==> src/rtl/lsgp_pkg.sv <==
// Shared types, constants and helpers of the linkage score greedy pruner.
package lsgp_pkg;

  // Number of variants held in the keep bitmap.
  localparam int unsigned NUM_VARIANTS = 65536;
  localparam int unsigned KEEP_AW      = $clog2(NUM_VARIANTS);

  // Field widths.
  localparam int unsigned IDX_W   = 16;
  localparam int unsigned CORR_W  = 16;
  localparam int unsigned MAG_W   = 16;
  localparam int unsigned SQ_W    = 2 * MAG_W;
  localparam int unsigned LIMIT_W = 47;
  localparam int unsigned SUM_W   = 48;

  // Queue between the front and the back.
  localparam int unsigned QUEUE_DEPTH = 4;
  localparam int unsigned QPTR_W      = $clog2(QUEUE_DEPTH);
  localparam int unsigned QCNT_W      = $clog2(QUEUE_DEPTH + 1);

  // Command codes on the input channel.
  localparam logic [1:0] CMD_SET_KEEP = 2'd0;
  localparam logic [1:0] CMD_ENTRY    = 2'd1;
  localparam logic [1:0] CMD_EMPTY    = 2'd2;

  typedef enum logic [1:0] {
    OP_SET_KEEP,
    OP_ENTRY,
    OP_EMPTY
  } lsgp_op_e;

  // Input beat.
  typedef struct packed {
    logic [1:0]               cmd;
    logic [IDX_W-1:0]         column_index;
    logic [IDX_W-1:0]         row_index;
    logic signed [CORR_W-1:0] corr_value;
    logic [LIMIT_W-1:0]       score_limit;
    logic                     first_of_column;
    logic                     last_of_column;
    logic                     keep_value;
  } lsgp_in_t;

  // Result beat.
  typedef struct packed {
    logic [IDX_W-1:0] column_index_res;
    logic             kept;
  } lsgp_out_t;

  // Classified operation held in the queue.
  typedef struct packed {
    lsgp_op_e           op;
    logic [IDX_W-1:0]   column_index;
    logic [IDX_W-1:0]   row_index;
    logic [MAG_W-1:0]   mag;
    logic [LIMIT_W-1:0] score_limit;
    logic               first;
    logic               last;
    logic               keep_value;
    logic               col_ok;
    logic               row_ok;
  } lsgp_op_t;

  // Queue status seen by the front, the back and the top level.
  typedef struct packed {
    logic [QCNT_W-1:0] count;
    logic              full;
    logic              empty;
  } lsgp_q_stat_t;

  // Back status seen by the front and the top level.
  typedef struct packed {
    logic clearing;
    logic s1_valid;
  } lsgp_back_stat_t;

  // True when the index addresses a real bitmap entry.
  function automatic logic idx_ok(logic [IDX_W-1:0] idx);
    return 32'(idx) < NUM_VARIANTS;
  endfunction

  // Bitmap address of an index.
  function automatic logic [KEEP_AW-1:0] keep_addr(logic [IDX_W-1:0] idx);
    return KEEP_AW'(idx);
  endfunction

endpackage

==> src/rtl/lsgp_front.sv <==
// Front part: accepts input beats, decodes the command and forms the queue entry.
module lsgp_front (
  input  logic                     in_valid_i,
  output logic                     in_ready_o,
  input  lsgp_pkg::lsgp_in_t       in_data_i,
  input  lsgp_pkg::lsgp_q_stat_t   q_stat_i,
  input  lsgp_pkg::lsgp_back_stat_t back_stat_i,
  output logic                     push_o,
  output lsgp_pkg::lsgp_op_t       push_op_o
);
  import lsgp_pkg::*;

  logic cmd_ok;

  // Beats are taken while the queue has room and the bitmap is not being cleared.
  assign in_ready_o = !q_stat_i.full && !back_stat_i.clearing;

  // Decode the command, fold the correlation to its magnitude and check the indexes.
  always_comb begin
    cmd_ok                    = 1'b1;
    push_op_o.op              = OP_ENTRY;
    push_op_o.column_index    = in_data_i.column_index;
    push_op_o.row_index       = in_data_i.row_index;
    push_op_o.score_limit     = in_data_i.score_limit;
    push_op_o.first           = in_data_i.first_of_column;
    push_op_o.last            = in_data_i.last_of_column;
    push_op_o.keep_value      = in_data_i.keep_value;
    push_op_o.col_ok          = idx_ok(in_data_i.column_index);
    push_op_o.row_ok          = idx_ok(in_data_i.row_index);
    push_op_o.mag             = in_data_i.corr_value[CORR_W-1]
                                ? MAG_W'($unsigned(-in_data_i.corr_value))
                                : MAG_W'($unsigned(in_data_i.corr_value));
    case (in_data_i.cmd)
      CMD_SET_KEEP: begin
        push_op_o.op = OP_SET_KEEP;
      end
      CMD_ENTRY: begin
        push_op_o.op = OP_ENTRY;
      end
      CMD_EMPTY: begin
        push_op_o.op = OP_EMPTY;
      end
      default: begin
        // The unused command is taken and dropped.
        cmd_ok = 1'b0;
      end
    endcase
  end

  assign push_o = in_valid_i && in_ready_o && cmd_ok;

endmodule

==> config.mk <==
export PLATFORM = sky130hd
export DESIGN_NAME = lsgp_front
export DESIGN_NICKNAME = d
export VERILOG_FILES = /design/src/rtl/lsgp_pkg.sv /design/src/rtl/lsgp_front.sv
export SDC_FILE = /design/constraint.sdc
export NUM_CORES = 1
export LEC_CHECK = 0
export BUFFER_PORTS_ARGS = -buffer_cell sky130_fd_sc_hd__buf_2
export CAP_MARGIN = 25
export CORE_AREA = 4 4 80 82
export DETAILED_ROUTE_END_ITERATION = 12
export DIE_AREA = 0 0 84 86
export PLACE_DENSITY_LB_ADDON = 0.1
export RECOVER_POWER = 25
export SYNTH_ARGS = -nofsm -noshare
export SYNTH_HDL_FRONTEND = slang
export SYNTH_SLANG_ARGS = --single-unit
==> constraint.sdc <==
create_clock -name vclk -period 2.58
set_input_delay 0.387 -clock vclk [all_inputs]
set_output_delay 0.387 -clock vclk [all_outputs]
set_load 0.02 [all_outputs]
==> flow_metrics.tcl <==
set metrics [dict create \
    grt_antenna_before_repair 0 \
    fp.dieArea_sq_um 7220 \
    synth.cell_area_sq_um 1020 \
    layout.cells.most_common_list "buf_2, xnor2_1, o21ai_0, o31ai_1" \
    chipWidth_um 84 \
    period_minus_slack_ns 2.40 \
    min_path_type "input pin to primary output" \
    worstSetupEndpointType "primary output" \
    dr_total_vias 642 \
    final.setup.tns_ns 0 \
    cts_hold_buf 0 \
    syn-instance-count 136 \
    share_of_the_yosys_chip_area_belonging_to_registers_pct 0 \
    timing.final.max_slew_violations 0 \
    cts_repair_resize_count 0 \
    ys_types 21 \
    critPathMaxFanout 5 \
    power.static_leakage_nw 0.287 \
    first_iter_violations 7 \
    min_to "push_op_o[29]" \
    register_area_sq_um 0 \
    max-vdd-ir-drop_uv 50.6 \
    num-clock-buffers 0 \
    power.density_cell_area_nw_per_um2 207 \
    endpoint_required_time_on_the_critical_path_ns 2.19 \
    status "finished, final reports clean" \
    setup_viol 0 \
    detailedRoute.firstPassIterationCount 4 \
    nets 202 \
    antenna-diode-count 0 \
    timing.hold.worst_path_depth 0 \
    core_region_area_sq_um 5750 \
    cp.arrival_ns 2.01 \
    drive_above_1_share_pct 52.7 \
    synth.avg_cell_area_sq_um 7.49 \
    grt_use_total_pct 6.49 \
    die_h_um 86 \
    min_from "in_data_i[27]" \
    io_pins 212 \
    route.final.wire_length_um 2690 \
    number_of_vias_per_cell 3.87 \
    design_power_uw 140 \
    gpl.final_weighted_congestion 0.685 \
    seq_cells 0 \
    final_common_cell "buf_2" \
    antenna_left 0 \
    row_count 28 \
    place.detailed.hpwl_um 2400 \
    postCtsSetupBuffers 0 \
    max-cap-violations 0 \
    syn_to_final_growth_pct -33.7 \
    place_ws_ns 0.176 \
    yosys_warns 0 \
    initial_core_util_pct 17.7 \
    grt_setup_unrepaired "false" \
    grt_start_max_net_pins 17 \
    route.detailed.drc 0 \
    critPathKind "input pin to primary output" \
    worstSetupStartpointType "input pin" \
    worst_slack_ns 0.178 \
    max_clock_freq_ghz 0.416 \
    min_period_over_period_pct 93.1 \
    holdWs_ns 0.774 \
    wire_per_inst_um 16.2 \
    first_global_vias 679 \
    io_buffer_count 41 \
    grt_overflow_total 0 \
    final-hold-violation-count 0 \
    grt_pass1_wl_um 3860 \
]
[Yosys cell counts]
| library cell | n | area share (%) |
|---|---|---|
| and4b_1 | 1 | 0.98 |
| ha_1 | 1 | 1.2 |
| o41ai_1 | 1 | 0.86 |
| o21ai_0 | 5 | 2.5 |
| or4_1 | 2 | 1.5 |
| and3_1 | 1 | 0.61 |
| or2_2 | 2 | 1.2 |
| or4_4 | 1 | 1.1 |
| nand2_1 | 2 | 0.74 |
| or4b_4 | 1 | 1.4 |
| or3_1 | 3 | 1.8 |
| conb_1 | 1 | 0.37 |
| o31ai_1 | 4 | 2.9 |
| nor2b_1 | 1 | 0.61 |
| nand2b_1 | 1 | 0.61 |
| nor2_1 | 3 | 1.1 |
| buf_4 | 85 | 63 |
| clkbuf_1 | 2 | 0.74 |
| o41ai_2 | 3 | 4.8 |
| inv_1 | 3 | 1.1 |
| xnor2_1 | 13 | 11 |
[how the worst max path moves through the flow]
stage,start,end,slack (ns),cells past startpoint
final,in_data_i[50],push_op_o[66],0.18,7
after global routing,in_data_i[51],push_op_o[66],0.06,7
after CTS,in_data_i[50],push_op_o[66],0.16,7
after detailed placement,in_data_i[50],push_op_o[66],0.18,7
after global placement,in_data_i[51],push_op_o[66],0.18,7
after floorplan,in_data_i[51],push_op_o[66],0.47,5
[cells by family after synthesis]
| kind of cell | after synthesis | synth area share (%) |
|---|---|---|
| buffers and inverters | 90 | 64.5 |
| XOR/XNOR | 13 | 11.2 |
| AND/OR/NAND/NOR | 18 | 11.7 |
| adder cells (fa/ha/maj) | 1 | 1.23 |
| AO/OA/AOI/OAI | 13 | 11.1 |
| other | 1 | 0.368 |
[cell type report]
class	count	area [sq um]
tap	75	93.8
multi-input combinational	47	365
timing repair buffer	41	205
inverter	3	11.3
fill	690	5070
[through the flow]
step	cells	cell area, sq um	utilization (%)
after floorplan	137	1020	-
after global placement	166	676	11.8
after detailed placement	166	676	11.8
after CTS	166	676	11.8
after global routing	166	676	11.8
final	166	676	11.8
[power by group]
part           switching (mW)  internal, mW  leakage, nW
registers                   0             0            0
clock network               0             0            0
logic                  0.0862        0.0536        0.287
[routing by layer]
layer | wire length [um] | GRT usage, %
met1 | 939 | 6.93
met2 | 1130 | 10.1
met3 | 477 | 3.55
met4 | 146 | 3.95
met5 | 0 | 0
[critical path, cell delays in order]
cell,delay (ns)
buf_2,0.12
inv_1,0.05
ha_1,0.17
or4b_4,0.52
o41ai_2,0.41
xnor2_1,0.16
buf_2,0.19
Power figures use the tool's default switching activity.
