==> src/rtl/lsgp_pkg.sv <==
// Shared types, constants and helpers of the linkage score greedy pruner.
package lsgp_pkg;

  // Number of variants held in the keep bitmap.
  localparam int unsigned NUM_VARIANTS = 65536;
  localparam int unsigned KEEP_AW      = $clog2(NUM_VARIANTS);

  // Field widths.
  localparam int unsigned IDX_W   = 16;
  localparam int unsigned CORR_W  = 16;
  localparam int unsigned MAG_W   = 16;
  localparam int unsigned SQ_W    = 2 * MAG_W;
  localparam int unsigned LIMIT_W = 47;
  localparam int unsigned SUM_W   = 48;

  // Queue between the front and the back.
  localparam int unsigned QUEUE_DEPTH = 4;
  localparam int unsigned QPTR_W      = $clog2(QUEUE_DEPTH);
  localparam int unsigned QCNT_W      = $clog2(QUEUE_DEPTH + 1);

  // Command codes on the input channel.
  localparam logic [1:0] CMD_SET_KEEP = 2'd0;
  localparam logic [1:0] CMD_ENTRY    = 2'd1;
  localparam logic [1:0] CMD_EMPTY    = 2'd2;

  typedef enum logic [1:0] {
    OP_SET_KEEP,
    OP_ENTRY,
    OP_EMPTY
  } lsgp_op_e;

  // Input beat.
  typedef struct packed {
    logic [1:0]               cmd;
    logic [IDX_W-1:0]         column_index;
    logic [IDX_W-1:0]         row_index;
    logic signed [CORR_W-1:0] corr_value;
    logic [LIMIT_W-1:0]       score_limit;
    logic                     first_of_column;
    logic                     last_of_column;
    logic                     keep_value;
  } lsgp_in_t;

  // Result beat.
  typedef struct packed {
    logic [IDX_W-1:0] column_index_res;
    logic             kept;
  } lsgp_out_t;

  // Classified operation held in the queue.
  typedef struct packed {
    lsgp_op_e           op;
    logic [IDX_W-1:0]   column_index;
    logic [IDX_W-1:0]   row_index;
    logic [MAG_W-1:0]   mag;
    logic [LIMIT_W-1:0] score_limit;
    logic               first;
    logic               last;
    logic               keep_value;
    logic               col_ok;
    logic               row_ok;
  } lsgp_op_t;

  // Queue status seen by the front, the back and the top level.
  typedef struct packed {
    logic [QCNT_W-1:0] count;
    logic              full;
    logic              empty;
  } lsgp_q_stat_t;

  // Back status seen by the front and the top level.
  typedef struct packed {
    logic clearing;
    logic s1_valid;
  } lsgp_back_stat_t;

  // True when the index addresses a real bitmap entry.
  function automatic logic idx_ok(logic [IDX_W-1:0] idx);
    return 32'(idx) < NUM_VARIANTS;
  endfunction

  // Bitmap address of an index.
  function automatic logic [KEEP_AW-1:0] keep_addr(logic [IDX_W-1:0] idx);
    return KEEP_AW'(idx);
  endfunction

endpackage

==> src/rtl/lsgp_queue.sv <==
// Short queue of classified operations between the front and the back.
module lsgp_queue (
  input  logic                   clk_i,
  input  logic                   rst_ni,
  input  logic                   push_i,
  input  lsgp_pkg::lsgp_op_t     push_op_i,
  input  logic                   pop_i,
  output lsgp_pkg::lsgp_op_t     head_op_o,
  output lsgp_pkg::lsgp_q_stat_t stat_o
);
  import lsgp_pkg::*;

  lsgp_op_t          entry_q [QUEUE_DEPTH];
  logic [QPTR_W-1:0] wr_ptr_q, wr_ptr_d;
  logic [QPTR_W-1:0] rd_ptr_q, rd_ptr_d;
  logic [QCNT_W-1:0] count_q, count_d;

  function automatic logic [QPTR_W-1:0] ptr_next(logic [QPTR_W-1:0] ptr);
    return (ptr == QPTR_W'(QUEUE_DEPTH - 1)) ? '0 : ptr + 1'b1;
  endfunction

  // Pointer and fill count update.
  always_comb begin
    wr_ptr_d = push_i ? ptr_next(wr_ptr_q) : wr_ptr_q;
    rd_ptr_d = pop_i ? ptr_next(rd_ptr_q) : rd_ptr_q;
    case ({push_i, pop_i})
      2'b10:   count_d = count_q + 1'b1;
      2'b01:   count_d = count_q - 1'b1;
      default: count_d = count_q;
    endcase
  end

  always_ff @(posedge clk_i or negedge rst_ni) begin
    if (!rst_ni) begin
      wr_ptr_q <= '0;
      rd_ptr_q <= '0;
      count_q  <= '0;
    end else begin
      wr_ptr_q <= wr_ptr_d;
      rd_ptr_q <= rd_ptr_d;
      count_q  <= count_d;
    end
  end

  // Entry storage needs no reset.
  always_ff @(posedge clk_i) begin
    if (push_i) begin
      entry_q[wr_ptr_q] <= push_op_i;
    end
  end

  assign head_op_o    = entry_q[rd_ptr_q];
  assign stat_o.count = count_q;
  assign stat_o.full  = (count_q == QCNT_W'(QUEUE_DEPTH));
  assign stat_o.empty = (count_q == '0);

endmodule

==> config.mk <==
export PLATFORM = sky130hd
export DESIGN_NAME = lsgp_queue
export DESIGN_NICKNAME = d
export VERILOG_FILES = /design/src/rtl/lsgp_pkg.sv /design/src/rtl/lsgp_queue.sv
export SDC_FILE = /design/constraint.sdc
export NUM_CORES = 1
export LEC_CHECK = 0
export ABC_AREA = 0
export BUFFER_PORTS_ARGS = -buffer_cell sky130_fd_sc_hd__buf_4
export CAP_MARGIN = 30
export CORE_AREA = 2 2 181 148
export CTS_CLUSTER_SIZE = 28
export DETAILED_ROUTE_END_ITERATION = 10
export DIE_AREA = 0 0 183 150
export PLACE_DENSITY = 0.8
export SLEW_MARGIN = 10
export SYNTH_ARGS = -nofsm -noshare
export SYNTH_HDL_FRONTEND = slang
export SYNTH_SLANG_ARGS = --single-unit
==> constraint.sdc <==
create_clock -name clk_i -period 9.8 [get_ports clk_i]
set_input_delay 0.49 -clock clk_i [delete_from_list [all_inputs] [get_ports clk_i]]
set_output_delay 0.49 -clock clk_i [all_outputs]
set_load 0.01 [all_outputs]
==> results.md <==
- Post-Route WL: 28.1 mm
- Chip width: approximately 180 µm
- CP peak stage delay: ~0.84 ns
- Layout cell share with drive strength beyond 1: between 40% and 50%
- Gr usage total: roughly a fifth
- Port Buffer Count: around 210
- Slowest-stage cell, CP: dfrtp_4
- Fin. max-slew vios: 0
- Register area share after synthesis: roughly 82%
- Max Cap Violations: 0
- Reg2Reg Setup Slack: between 7 and 8 ns
- Main combinational cell family by area after synthesis: multiplexers
- Worst Setup End Kind: primary output
- Dpl cell area: 0.0170 mm²
- Reg clk slew, reported paths: 0.06 ns
- Area growth, synth to finish: 20.4%
- XOR/XNOR share of the synthesized area: less than 1%
- Largest net degree at the start of global routing: 63
- Initial Util: between 50 and 60%
- Synth async-reset ratio: 1.69%
- Outcome: completed
- Largest cells by area after synthesis: edfxtp_1, mux4_2, dfrtp_1
- Wirelength per Cell: about 24 µm
- Die area: ~0.027 mm²
- Syn_nets: between 600 and 700
- Fin crit period: between 3 and 4 ns
- Antenna Violating Nets Remaining: 0
- # rows: 53
- Final Hold Vio Count: 0
- Cts bufs inserted: 40
- DP HPWL: 16.6 mm
- Via count: slightly below 7,000
- Post-synthesis mux area share: around 15%
- Nets: 924
- Critical path class: reg -> out
- Main synth FF type: edfxtp_1
- Cell Pwr Density: around 300 mW/mm²
- Reg2reg path depth: 4
- Root Buffer: clkbuf_16
- Die Y: roughly 150 µm
- Critical Path Fanout Max: 62
- Worst VDD drop: around 0.25 mV
- Top cell type's share of synthesized area: about 81%
- Crit share post-route: 34.5%
- Vias per cell: 5.87
- Setup bufs post-CTS: 0
- Critical Path RT: a little over 9 ns
- WHS Endpoint: entry_q[1][76]
- Final hold slack: between 0.15 and 0.2 ns
- Syn_area_per_cell: about 27 µm²
- Vias in the first global route: ~7,300
- RR Endpoint: entry_q[2][53]
- Initial DRC count: around 600
- RSZ-0062 raised after global routing: false
- GPL Wtd Cong: 0.794
- Ports: roughly 210
- Total Neg Setup Slack: 0 ns
- Leak pwr: ~6.3 nW
- Clock sinks: 415
- Gr ovfl total: 0
- CP Launch Type: register
- Worst clock skew: 0.0154 ns
- Hold WC Path Type: in -> reg
- Max-slew headroom: between 30% and 40%
- Pre-antenna DRT Iters: 5
- Cell Chain, Critical Path: buf_4 -> mux4_2 -> buf_4
- Synth Warn #: 0
- Setup violators final: 0
- Pre-CTS worst setup slack: slightly below 7 ns
- Initial antenna violation count: 2
- Post-synth top area cell: edfxtp_1
- Clk_lat worst skew: 0.52 ns
- First-pass GRT wire length: 42.4 mm
- Post-Synth Adder-Cell Area: less than 1%
- Tot Pwr: ~5.4 mW
- Hold Path Stages: 1
- CP dominant cell by count: buf_4
- Tightest Pin Transition: 0.935 ns
- CORE AREA: around 0.026 mm²
- Arrival @ worst endpoint: 2.89 ns
- Yosys cell types: 23
- Compound-Gate Fraction of Synth Area: 0.0659%
- H-tree depth: 2
- Post-synthesis simple-gate area fraction: less than 1%
- Number of enable flip-flop cells after synthesis: between 400 and 500
- Final setup margin: roughly 6.4 ns
- Max Clk Rate: slightly below 300 MHz
- Drt drc: 0
- Hold Crit Start: push_op_i[76]
- Final Cell Area: roughly 0.018 mm²
- R2r startpoint: wr_ptr_q[0]
- Longest Clk Path Bufs: 3
- Mapped Cells: 571
- Syn Std Cell Area: about 0.015 mm²
- Seq cells post-synth: roughly 420
- CTS tree: yes
==> layout by cell type (no fill, tap or decap), drive strengths merged, types with 2 or more instances in the layout <==
| master | count |
|---|---|
| o21ai | 2 |
| clkinv | 16 |
| buf | 220 |
| and2 | 4 |
| inv | 8 |
| mux2 | 2 |
| dfrtp | 7 |
| clkbuf | 52 |
| ha | 6 |
| xor2 | 2 |
| nor2 | 2 |
| mux4 | 102 |
| edfxtp | 408 |
==> cells by family (layout without fill, tap and decap cells) <==
| group | after synthesis | in the layout |
|---|---|---|
| AO/OA/AOI/OAI | 2 | 2 |
| XOR/XNOR | 3 | 3 |
| adder cells (fa/ha/maj) | 7 | 7 |
| buffers and inverters | 29 | 299 |
| flip-flops | 415 | 415 |
| multiplexers | 105 | 105 |
| other | 0 | 1 |
| AND/OR/NAND/NOR | 10 | 10 |
==> power breakdown <==
part,leakage (nW),switching [mW],total [mW],internal [mW]
logic,1.85,0.768,1.59,0.822
registers,3.83,0.127,2.41,2.28
clock network,0.586,0.602,1.41,0.808
==> what timing repair did <==
item,CTS,global route
resized for setup,0,0
endpoints found under the hold margin,7,0
hold buffers,1,0
==> Yosys cell counts (2+ instances only) <==
master and number:
and2_1 4, xor2_1 2, o21ai_0 2, ha_1 6
nor2_1 2, buf_4 4, mux2_2 2, buf_12 6
edfxtp_1 408, buf_1 3, buf_2 8, mux4_2 102
dfrtp_1 7, inv_1 6
==> state kept, by name, indices dropped and copies added, names as in the netlist <==
| register | count |
|---|---|
| entry_q | 408 |
| wr_ptr_q | 2 |
| count_q | 3 |
| rd_ptr_q | 2 |
==> metal layers <==
layer / GRT usage [%] / share of wire (%) / vias up / wire length, µm
met5: 0 / 0.057 / - / 16
met4: 4.40 / 1.5 / 2 / 414
met3: 6.67 / 9.4 / 35 / 2640
met2: 32.3 / 48 / 283 / 13500
met1: 29.6 / 41 / 3616 / 11500
li1: - / - / 2949 / -
==> worst max path at each step <==
| stage | slack (ns) | endpoint | cells after the start | from |
|---|---|---|---|---|
| global route | 6.30 | head_op_o[50] | 3 | rd_ptr_q[0] |
| detailed placement | 6.96 | head_op_o[88] | 3 | rd_ptr_q[0] |
| CTS | 6.38 | head_op_o[88] | 3 | rd_ptr_q[0] |
| finish | 6.42 | head_op_o[50] | 3 | rd_ptr_q[1] |
| floorplan | 6.35 | entry_q[0][0] | 3 | wr_ptr_q[0] |
| global placement | 6.99 | head_op_o[88] | 3 | rd_ptr_q[0] |
==> metrics by stage <==
stage	cells	utilization, %
3_5_place_dp	1097	66.2
6_report	1172	71.1
5_1_grt	1171	71.1
3_3_place_gp	1097	66.2
4_1_cts	1170	71.0
2_1_floorplan	571	-
==> worst max-delay path: cells and delay by family (launching register included) <==
kind                   cells  cell delay [ns]
buffers and inverters      2             0.98
DFF                        1             0.84
muxes                      1             0.47
==> final cells by class <==
cell class / count / area [µm²]
fillers: 1473 / 7440
clock inverters: 20 / 123
well taps: 330 / 413
diodes: 1 / 2.50
flip-flops and latches: 415 / 12400
multi-input cells: 127 / 2520
clock buffers: 52 / 1090
inverters: 6 / 22.5
repair buffers: 221 / 1680
(Power assumes the default switching activity.)
